## config.mk

```make
export PLATFORM = sky130hd
export DESIGN_NAME = vertical_fir_downscale_mac_core
export DESIGN_NICKNAME = d
export VERILOG_FILES = /design/src/vfdm_pkg.sv /design/src/vfdm_lane.sv /design/src/vfdm_merge.sv /design/src/vertical_fir_downscale_mac_core.sv
export SDC_FILE = /design/constraint.sdc
export NUM_CORES = 2
export LEC_CHECK = 0
export BUFFER_PORTS_ARGS = -buffer_cell sky130_fd_sc_hd__buf_2
export CORE_ASPECT_RATIO = 0.8
export CORE_MARGIN = 2
export CORE_UTILIZATION = 60
export DETAILED_ROUTE_END_ITERATION = 12
export GPL_ROUTABILITY_DRIVEN = 0
export GPL_TIMING_DRIVEN = 0
export HOLD_SLACK_MARGIN = 0.1
export PLACE_DENSITY = 0.84
export SKIP_LAST_GASP = 1
export SLEW_MARGIN = 40
export SYNTH_ARGS = -nofsm -noshare
export SYNTH_HDL_FRONTEND = slang
export SYNTH_SLANG_ARGS = --single-unit
export TNS_END_PERCENT = 5
```

## constraint.sdc

```tcl
create_clock -name clk -period 9.6 [get_ports clk]
set_clock_uncertainty 0.2 [all_clocks]
set_input_delay 1.44 -clock clk [delete_from_list [all_inputs] [get_ports clk]]
set_output_delay 1.44 -clock clk [all_outputs]
set_load 0.01 [all_outputs]
```

## src/vfdm_pkg.sv

```systemverilog
`timescale 1ns / 1ps

package vfdm_pkg;

    localparam int LANES      = 4;
    localparam int PIX_W      = 8;
    localparam int COEFF_W    = 16;
    localparam int USED_W     = 3;
    localparam int ACC_W      = 32;
    // pixel is zero-extended to 9 bits, so the product needs 9 + 16 bits
    localparam int PROD_W     = PIX_W + 1 + COEFF_W;
    localparam int FRAC_SHIFT = 12;

    localparam logic [ACC_W-1:0] ROUND_CONST = ACC_W'(1) << (FRAC_SHIFT - 1);
    localparam logic [PIX_W-1:0] PIX_MAX     = {PIX_W{1'b1}};

    typedef logic [LANES-1:0][PIX_W-1:0] lane_bytes_t;

    // control word carried alongside the per-lane product registers
    typedef struct packed {
        logic              valid;
        logic              last;
        logic [USED_W-1:0] used;
    } tap_ctrl_t;

endpackage

```

## src/vfdm_lane.sv

```systemverilog
`timescale 1ns / 1ps

module vfdm_lane
#(
    parameter int FRAC_SHIFT = vfdm_pkg::FRAC_SHIFT
)
(
    input  logic                                 clk,
    input  logic                                 rst_n,
    input  logic                                 load,
    input  logic                                 step,
    input  logic                                 last,
    input  logic [vfdm_pkg::PIX_W-1:0]           pixel,
    input  logic signed [vfdm_pkg::COEFF_W-1:0]  coeff,
    output logic [vfdm_pkg::PIX_W-1:0]           result
);

    // half of one output step
    localparam logic [vfdm_pkg::ACC_W-1:0] ROUND_VAL =
        vfdm_pkg::ACC_W'(1) << (FRAC_SHIFT - 1);

    logic signed [vfdm_pkg::PROD_W-1:0] prod_reg;
    logic signed [vfdm_pkg::PROD_W-1:0] prod_next;
    logic [vfdm_pkg::ACC_W-1:0]         acc_reg;
    logic [vfdm_pkg::ACC_W-1:0]         acc_next;
    logic [vfdm_pkg::ACC_W-1:0]         sum;
    logic [vfdm_pkg::ACC_W-1:0]         shifted;

    assign prod_next = $signed({1'b0, pixel}) * coeff;

    always_ff @(posedge clk)
    begin
        if (load)
        begin
            prod_reg <= prod_next;
        end
    end

    // wraps modulo 2^32
    assign sum = acc_reg + vfdm_pkg::ACC_W'(prod_reg);

    always_comb
    begin
        acc_next = acc_reg;
        if (step)
        begin
            acc_next = last ? ROUND_VAL : sum;
        end
    end

    always_ff @(posedge clk or negedge rst_n)
    begin
        if (!rst_n)
        begin
            acc_reg <= ROUND_VAL;
        end
        else
        begin
            acc_reg <= acc_next;
        end
    end

    // logical shift then clamp to a byte
    assign shifted = sum >> FRAC_SHIFT;

    always_comb
    begin
        if (sum[vfdm_pkg::ACC_W-1])
        begin
            result = '0;
        end
        else if (|shifted[vfdm_pkg::ACC_W-1:vfdm_pkg::PIX_W])
        begin
            result = vfdm_pkg::PIX_MAX;
        end
        else
        begin
            result = shifted[vfdm_pkg::PIX_W-1:0];
        end
    end

endmodule

```

## src/vfdm_merge.sv

```systemverilog
`timescale 1ns / 1ps

module vfdm_merge
(
    input  logic                              clk,
    input  logic                              rst_n,
    input  logic                              advance,
    input  vfdm_pkg::tap_ctrl_t               ctrl,
    input  vfdm_pkg::lane_bytes_t             lane_bytes,
    output logic                              out_valid,
    output vfdm_pkg::lane_bytes_t             out_bytes
);

    logic                  valid_reg;
    logic                  valid_next;
    vfdm_pkg::lane_bytes_t bytes_reg;
    vfdm_pkg::lane_bytes_t bytes_next;

    // lanes at or past lanes_used read as zero
    always_comb
    begin
        for (int i = 0; i < vfdm_pkg::LANES; i++)
        begin
            bytes_next[i] = (ctrl.used > vfdm_pkg::USED_W'(i)) ? lane_bytes[i] : '0;
        end
    end

    assign valid_next = advance ? (ctrl.valid && ctrl.last) : valid_reg;

    always_ff @(posedge clk or negedge rst_n)
    begin
        if (!rst_n)
        begin
            valid_reg <= 1'b0;
        end
        else
        begin
            valid_reg <= valid_next;
        end
    end

    always_ff @(posedge clk)
    begin
        if (advance && ctrl.valid && ctrl.last)
        begin
            bytes_reg <= bytes_next;
        end
    end

    assign out_valid = valid_reg;
    assign out_bytes = bytes_reg;

endmodule

```

## src/vertical_fir_downscale_mac_core.sv

```systemverilog
`timescale 1ns / 1ps

// Channel   Handshake              Word
// in        in_valid / in_stall    pixel_0..pixel_3, coeff, last_tap, lanes_used
// out       out_valid / out_stall  result_0..result_3
//
// One tap word per cycle unless out_stall holds the pipe, a rate set by the
// single 9x16 multiplier per lane feeding a registered 32-bit accumulate; a
// result word passes the product stage and output register after its last tap.
// Reset clears valid flags and loads each accumulator with the rounding value.
// A stalled result holds the whole pipe; in_stall follows out_stall while a
// result is waiting in the output register.

module vertical_fir_downscale_mac_core
#(
    parameter int FRAC_SHIFT = vfdm_pkg::FRAC_SHIFT
)
(
    input  logic                                 clk,
    input  logic                                 rst_n,
    input  logic                                 in_valid,
    output logic                                 in_stall,
    input  logic [vfdm_pkg::PIX_W-1:0]           pixel_0,
    input  logic [vfdm_pkg::PIX_W-1:0]           pixel_1,
    input  logic [vfdm_pkg::PIX_W-1:0]           pixel_2,
    input  logic [vfdm_pkg::PIX_W-1:0]           pixel_3,
    input  logic signed [vfdm_pkg::COEFF_W-1:0]  coeff,
    input  logic                                 last_tap,
    input  logic [vfdm_pkg::USED_W-1:0]          lanes_used,
    output logic                                 out_valid,
    input  logic                                 out_stall,
    output logic [vfdm_pkg::PIX_W-1:0]           result_0,
    output logic [vfdm_pkg::PIX_W-1:0]           result_1,
    output logic [vfdm_pkg::PIX_W-1:0]           result_2,
    output logic [vfdm_pkg::PIX_W-1:0]           result_3
);

    logic                                       advance;
    logic                                       in_take;
    logic                                       step;
    vfdm_pkg::tap_ctrl_t                        ctrl_reg;
    vfdm_pkg::tap_ctrl_t                        ctrl_next;
    logic [vfdm_pkg::LANES-1:0][vfdm_pkg::PIX_W-1:0] pixels;
    vfdm_pkg::lane_bytes_t                      lane_bytes;
    vfdm_pkg::lane_bytes_t                      out_bytes;

    // pipe moves whenever the output register is empty or being drained
    assign advance  = !out_valid || !out_stall;
    assign in_stall = !advance;
    assign in_take  = in_valid && advance;
    // product stage holds a tap that is folded into the accumulators this cycle
    assign step     = ctrl_reg.valid && advance;

    assign pixels = {pixel_3, pixel_2, pixel_1, pixel_0};

    always_comb
    begin
        ctrl_next = ctrl_reg;
        if (advance)
        begin
            ctrl_next.valid = in_valid;
            ctrl_next.last  = last_tap;
            ctrl_next.used  = lanes_used;
        end
    end

    always_ff @(posedge clk or negedge rst_n)
    begin
        if (!rst_n)
        begin
            ctrl_reg <= '0;
        end
        else
        begin
            ctrl_reg <= ctrl_next;
        end
    end

    // one multiply-accumulate lane per column
    for (genvar g = 0; g < vfdm_pkg::LANES; g++)
    begin : g_lane
        vfdm_lane
        #(
            .FRAC_SHIFT (FRAC_SHIFT)
        )
        u_lane
        (
            .clk    (clk),
            .rst_n  (rst_n),
            .load   (in_take),
            .step   (step),
            .last   (ctrl_reg.last),
            .pixel  (pixels[g]),
            .coeff  (coeff),
            .result (lane_bytes[g])
        );
    end

    // masks unused lanes and holds the result word
    vfdm_merge u_merge
    (
        .clk        (clk),
        .rst_n      (rst_n),
        .advance    (advance),
        .ctrl       (ctrl_reg),
        .lane_bytes (lane_bytes),
        .out_valid  (out_valid),
        .out_bytes  (out_bytes)
    );

    assign result_0 = out_bytes[0];
    assign result_1 = out_bytes[1];
    assign result_2 = out_bytes[2];
    assign result_3 = out_bytes[3];

    // a taken tap always lands in the product stage
    assert property (@(posedge clk) disable iff (!rst_n)
        in_valid && !in_stall |=> ctrl_reg.valid)
        else $error("accepted tap lost before product stage");

    // a last tap that moves on must produce a result word
    assert property (@(posedge clk) disable iff (!rst_n)
        ctrl_reg.valid && ctrl_reg.last && advance |=> out_valid)
        else $error("last tap gave no result");

    // a drained result is not repeated without a fresh last tap
    assert property (@(posedge clk) disable iff (!rst_n)
        out_valid && !out_stall && !(ctrl_reg.valid && ctrl_reg.last) |=> !out_valid)
        else $error("result word repeated");

endmodule
```

=== Word level (Yosys, flattened, before mapping) ===
Cells that the tools add are included.

* Add/sub/neg operators: 4
* Multiply operators: 4
* $lt $le $gt $ge: 4
* Multiplexer cells: 8
* Bitwise logic cells: 4
* Reductions and logical operators: 16

{| class="wikitable"
|+ Operator list
! cell !! count
|-
| $add 32x32->32 || 4
|-
| $mux 32 || 4
|-
| $mul 9x16->25 || 4
|-
| $reduce_or 12->1 || 4
|-
| $mux 8 || 4
|-
| $reduce_or 2->1 || 4
|-
| $gt 3x1->1 const B || 2
|-
| $gt 3x2->1 const B || 2
|-
| $logic_and 1x1->1 || 4
|-
| $not 1->1 || 4
|-
| $logic_not 1->1 || 3
|-
| $logic_or 1x1->1 || 1
|}

* Flip-flop bits (word level): 266
* Bits of input ports: 56
* Output and inout port bits: 34
* Word-level logic and storage cells: 56

=== Longest topological paths before layout ===
* Depth after elaboration: 4
* Depth in mapped cells: 21
* Depth with buffers taken out: 20

=== Cells and area by module ===
A second synthesis with hierarchy kept.

* Cell total of the unflattened synthesis: 3,745
* Area total of the unflattened synthesis: 35,421.5 µm²

{| class="wikitable"
|+ Modules (own cells, without submodules)
! module !! instances !! cells each !! area each (µm²) !! seq. area each (µm²)
|-
| vfdm_lane at g_lane[1].u_lane || 1 || 934 || 8,644.5 || 1,552.7
|-
| vfdm_lane at g_lane[2].u_lane || 1 || 926 || 8,594.5 || 1,552.7
|-
| vfdm_lane at g_lane[0].u_lane || 1 || 913 || 8,346.8 || 1,552.7
|-
| vfdm_lane at g_lane[3].u_lane || 1 || 886 || 8,316.7 || 1,552.7
|-
| vfdm_merge || 1 || 72 || 1,288.7 || 985.9
|-
| vertical_fir_downscale_mac_core || 1 || 14 || 230.2 || 125.1
|}

=== Worst setup path before layout ===
Ideal clock, no wire load.

* Path kind: input-to-reg
* From: input pixel_1[0] (netlist bit)
* To: register g_lane[1].u_lane.prod_reg[24] (netlist bit), data pin
* Library setup time: 0.266 ns
* Data arrival time: 6.012 ns
* Slack: 3.122 ns
* Cell stages on the path: 20
* Buffers on the path: 1
* Path through: clkbuf_1 nand2_1 fa_1 inv_1 fa_1 fa_1 inv_1 fa_1 inv_1 ha_1 a21o_1 a21oi_1 inv_1 a211oi_1 o21ai_0 a31oi_1 o21ai_0 a31o_2 mux2i_1 nand4_1

* Longest elaborated chain between the ends: 1

{| class="wikitable"
|+ RTL lines
! what !! line !! text
|-
| start: declaration || vertical_fir_downscale_mac_core.sv:24 || <nowiki>input logic [vfdm_pkg::PIX_W-1:0] pixel_1,</nowiki>
|-
| $mul 9x16->25 || vfdm_lane.sv:29 || <nowiki>assign prod_next = $signed({1'b0, pixel}) * coeff;</nowiki>
|-
| net g_lane[1].u_lane.prod_next, one bit || vfdm_lane.sv:23 || <nowiki>logic signed [vfdm_pkg::PROD_W-1:0] prod_next;</nowiki>
|-
| end signal: assignment || vfdm_lane.sv:35 || <nowiki>prod_reg <= prod_next;</nowiki>
|-
| end: declaration || vfdm_lane.sv:22 || <nowiki>logic signed [vfdm_pkg::PROD_W-1:0] prod_reg;</nowiki>
|}

The timed path passes the listed nets, and every way through them passes these cells.
A chain may end at the register's enable or synchronous reset.

=== Worst setup path after layout ===
* From: input coeff[4] (netlist bit)
* To: register g_lane[3].u_lane.prod_reg[24] (netlist bit), data pin

* Longest elaborated chain between the ends: 1

{| class="wikitable"
|+ RTL lines
! what !! line !! text
|-
| start: declaration || vertical_fir_downscale_mac_core.sv:27 || <nowiki>input logic signed [vfdm_pkg::COEFF_W-1:0] coeff,</nowiki>
|-
| $mul 9x16->25 || vfdm_lane.sv:29 ||
|-
| net g_lane[3].u_lane.prod_next, one bit || vfdm_lane.sv:23 ||
|-
| end signal: assignment || vfdm_lane.sv:35 ||
|-
| end: declaration || vfdm_lane.sv:22 ||
|}

The timed path passes the listed nets, and every way through them passes these cells.

==> summary.md <==
| Metric | Value |
|---|---|
| Slowest library cell on the worst path | `clkbuf_1` |
| Final core area utilization | `65.31%` |
| Arrival time of data at the critical path endpoint | `7.71 ns` |
| Area leader, netlist | `fa_1` |
| Die extent in y | `217.8 um` |
| Crit share post-route | `79.65%` |
| Largest net degree at the start of global routing | `74` |
| Worst-margin pin slew | `0.8961 ns` |
| Commonest non-fill, non-tap cells in the layout | `inv_1 (630), nand2_1 (419), fa_1 (412)` |
| Post-cts hold buffer count | `0` |
| Buffers added on ports | `89` |
| Final count of hold timing violations | `0` |
| Share of Yosys cell area claimed by the top area cell type | `24.06%` |
| Proportion of synthesized chip area in sequential cells | `21.36%` |
| Critical path buffer and inverter count | `5` |
| Maximum fanout encountered on the critical timing path | `10` |
| Most frequently used flop master after synthesis | `edfxtp_1` |
| Max_slew headroom | `40.26%` |
| Number of antenna violations at the first check in global routing | `13` |
| Number of levels in the clock H-tree | `2` |
| Gate family responsible for the most delay along the worst path | `adder cells` |
| DIE WIDTH | `271.2 um` |
| VDD IR max | `0.1905 mV` |
| Setup bufs post-CTS | `0` |
| Area of the core region | `56,600 um^2` |
| Number of nets in the synthesized netlist | `4,516` |
| Starting utilization of the core area | `60.56%` |
| Share of async-settable or async-resettable flops after synthesis | `50.38%` |
| Routed wire length | `87,770 um` |
| Via Count | `27,133` |
| Sum of overflow across all layers after global routing | `0` |
| Number of flops mapped to enable cells by yosys | `132` |
| Clock sink count | `266` |
| Maximum cell stage delay along the critical path | `0.62 ns` |
| Post-synthesis instance total | `3,724` |
| Placed wire-length estimate | `70,220 um` |
| Clock power frac | `10.4%` |
| Startpoint types | `input pin` |
| First-pass GRT wire length | `140,900 um` |
| Top cells by area in the synthesized netlist | `fa_1 (24%), ha_1 (12%), edfxtp_1 (12%)` |
| Unrepaired setup endpoints after global routing | `false` |
| Setup TNS | `0 ns` |
| Ports | `90` |
| Finish-stage setup viols | `0` |
| Max Freq | `130.8 MHz` |
| Clock edge transition at the registers on the reported setup and hold paths | `0.06 ns` |
| Via count normalized by instance count | `5.839` |
| Worst path cell trace | `buf_2 > clkbuf_1 > nand2_1 > fa_1 > inv_1 > ha_1 > ha_1 > inv_1 > fa_1 > inv_1 > ha_1 > fa_1 > a21o_1 > a21oi_1 > nor2b_1 > o21ai_0 > a211oi_1 > o32a_1 > a221o_1 > a41oi_1 > a21oi_1 > xnor2_1` |
| Antenna Violating Nets Remaining | `0` |
| Synth unique cells | `88` |
| LEAKAGE | `18.56 nW` |
| Skew-Pair Late Insertion Delay | `0.55 ns` |
| Internal power of the cells | `6.445 mW` |
| Sequential fraction of design power | `17.9%` |
| Combined area of all synthesized cells | `34,280 um^2` |
| Path class of the lowest-slack min-delay path | `flop to flop` |
| Worst setup slack after placement | `1.651 ns` |
| Starting DRC count in detailed routing | `2,846` |
| Number of buffers on the longest clock path | `3` |
| Placed Cells incl. Taps | `4,576` |
| Required time of the critical path | `9.66 ns` |
| Fraction of power spent switching nets | `50.21%` |
| Number of warnings printed during yosys synthesis | `0` |
| TritonCTS clock tree | `done` |
| Number of flip-flops under the largest register name | `128` |
| Net Sw Power | `6.499 mW` |
| Register bit count reported by yosys | `266` |
| Tmin final | `7.646 ns` |
| Area added between synthesis and finish | `7.829%` |
| Ratio of cells with drive above 1 in the final layout | `5.260%` |
| Final setup margin | `1.954 ns` |
| Number of design rule violations left after detail routing | `0` |
| Slew Viols, Final | `0` |
| Relative contribution of combinational cells to total power | `71.7%` |
| Per-instance average area after synthesis | `9.206 um^2` |
| Commonest non-fill, non-tap cell in the layout | `inv_1` |
| Number of max-cap violations | `0` |
| Non-filler cells in the finished layout | `4,647` |
| Buffer type at the clock tree root | `clkbuf_16` |
| Critical path start-end classification | `input pin to flop` |
| Layout net count | `4,645` |
| Wirelength per Cell | `18.89 um` |
| DR pass1 iterations | `6` |
| Element type at the critical path end | `flop` |
| Vias in the first global route | `27,035` |
| Clock buffers created by TritonCTS | `34` |
| Resized cells post-CTS | `0` |
| Total power density per cell area | `350.2 nW/um^2` |
| Placement Rows | `78` |
| Overall routing resource usage | `30.25%` |
| Area of the die | `59,080 um^2` |
| Result of the run | `finished clean` |
## cells by family (layout without fill, tap and decap cells)
family / after synthesis / count (layout) / synth area share (%)
buffers and inverters: 764 / 918 / 8.376
DFF: 266 / 266 / 21.36
muxes: 15 / 15 / 0.4599
adders and majority gates: 736 / 736 / 35.88
other: 0 / 9 / 0
AOI/OAI and AO/OA: 713 / 713 / 13.92
and+or+nand+nor: 1046 / 1046 / 15.26
xor gates and xnor gates: 184 / 184 / 4.741
## worst min-delay path: stages, from the launching register on
cell and delay [ns]:
dfrtp_1 0.35, nand2_1 0.05, nand2_1 0.05
## final cells by class
cell class	count	area, um^2
inverters	630	2365
plain buffers	134	511.7
flip-flops and latches	266	7322
fillers	4503	19640
multi-input cells	2694	24100
clock inverters	15	182.7
well taps	760	950.9
clock buffers	46	978.4
repair buffers	93	530.5
diodes	9	22.52
## metal layers
layer | routed length [um] | global-route usage (%)
met1 | 36070 | 41.12
met2 | 38090 | 45.98
met3 | 10660 | 9.337
met4 | 2944 | 10.71
met5 | 0 | 0
## per-stage QoR
stage / power (mW) / hold WS (ns) / instance area (um^2)
floorplan: 8.925 / 0.2453 / 34280
global placement: 10.92 / 0.2556 / 35680
detailed placement: 11.24 / 0.2672 / 35770
CTS: 12.66 / 0.2805 / 36930
global route: 14.01 / 0.3032 / 36970
finish: 12.94 / 0.2808 / 36970
## synthesized netlist by cell type, drive strengths merged, types with 24 or more instances
| master | count |
|---|---|
| and3 | 24 |
| fa | 412 |
| clkbuf | 126 |
| a21oi | 179 |
| and2 | 305 |
| xor2 | 74 |
| nand2 | 419 |
| xnor2 | 109 |
| edfxtp | 132 |
| a22o | 35 |
| ha | 324 |
| nor3 | 41 |
| a31oi | 26 |
| a21o | 112 |
| nor2 | 96 |
| inv | 630 |
| nand3 | 41 |
| dfrtp | 130 |
| o21ai | 156 |
| o21a | 41 |
## power by group through the flow
stage	registers (mW)	clock network (mW)	logic, mW
2_1_floorplan	2.19	0	6.74
3_3_place_gp	2.31	0	8.61
3_5_place_dp	2.32	0	8.92
4_1_cts	2.31	1.36	9.00
5_1_grt	2.36	1.40	10.2
6_report	2.32	1.34	9.28
## path summary, 6_finish.rpt
kind,from,cells after the start,slack [ns],endpoint
min in group asynchronous,rst_n,1,0.63,g_lane[3].u_lane.acc_reg[21]
max in group asynchronous,rst_n,2,7.79,g_lane[0].u_lane.acc_reg[11]
hold / removal,g_lane[2].u_lane.acc_reg[0],2,0.28,g_lane[2].u_lane.acc_reg[0]
setup reg to reg,g_lane[2].u_lane.acc_reg[0],12,4.91,u_merge.out_bytes[19]
hold reg to reg,g_lane[2].u_lane.acc_reg[0],2,0.28,g_lane[2].u_lane.acc_reg[0]
setup / recovery,coeff[4],22,1.95,g_lane[3].u_lane.prod_reg[24]
Note: power is estimated with default switching activity, not from simulation.
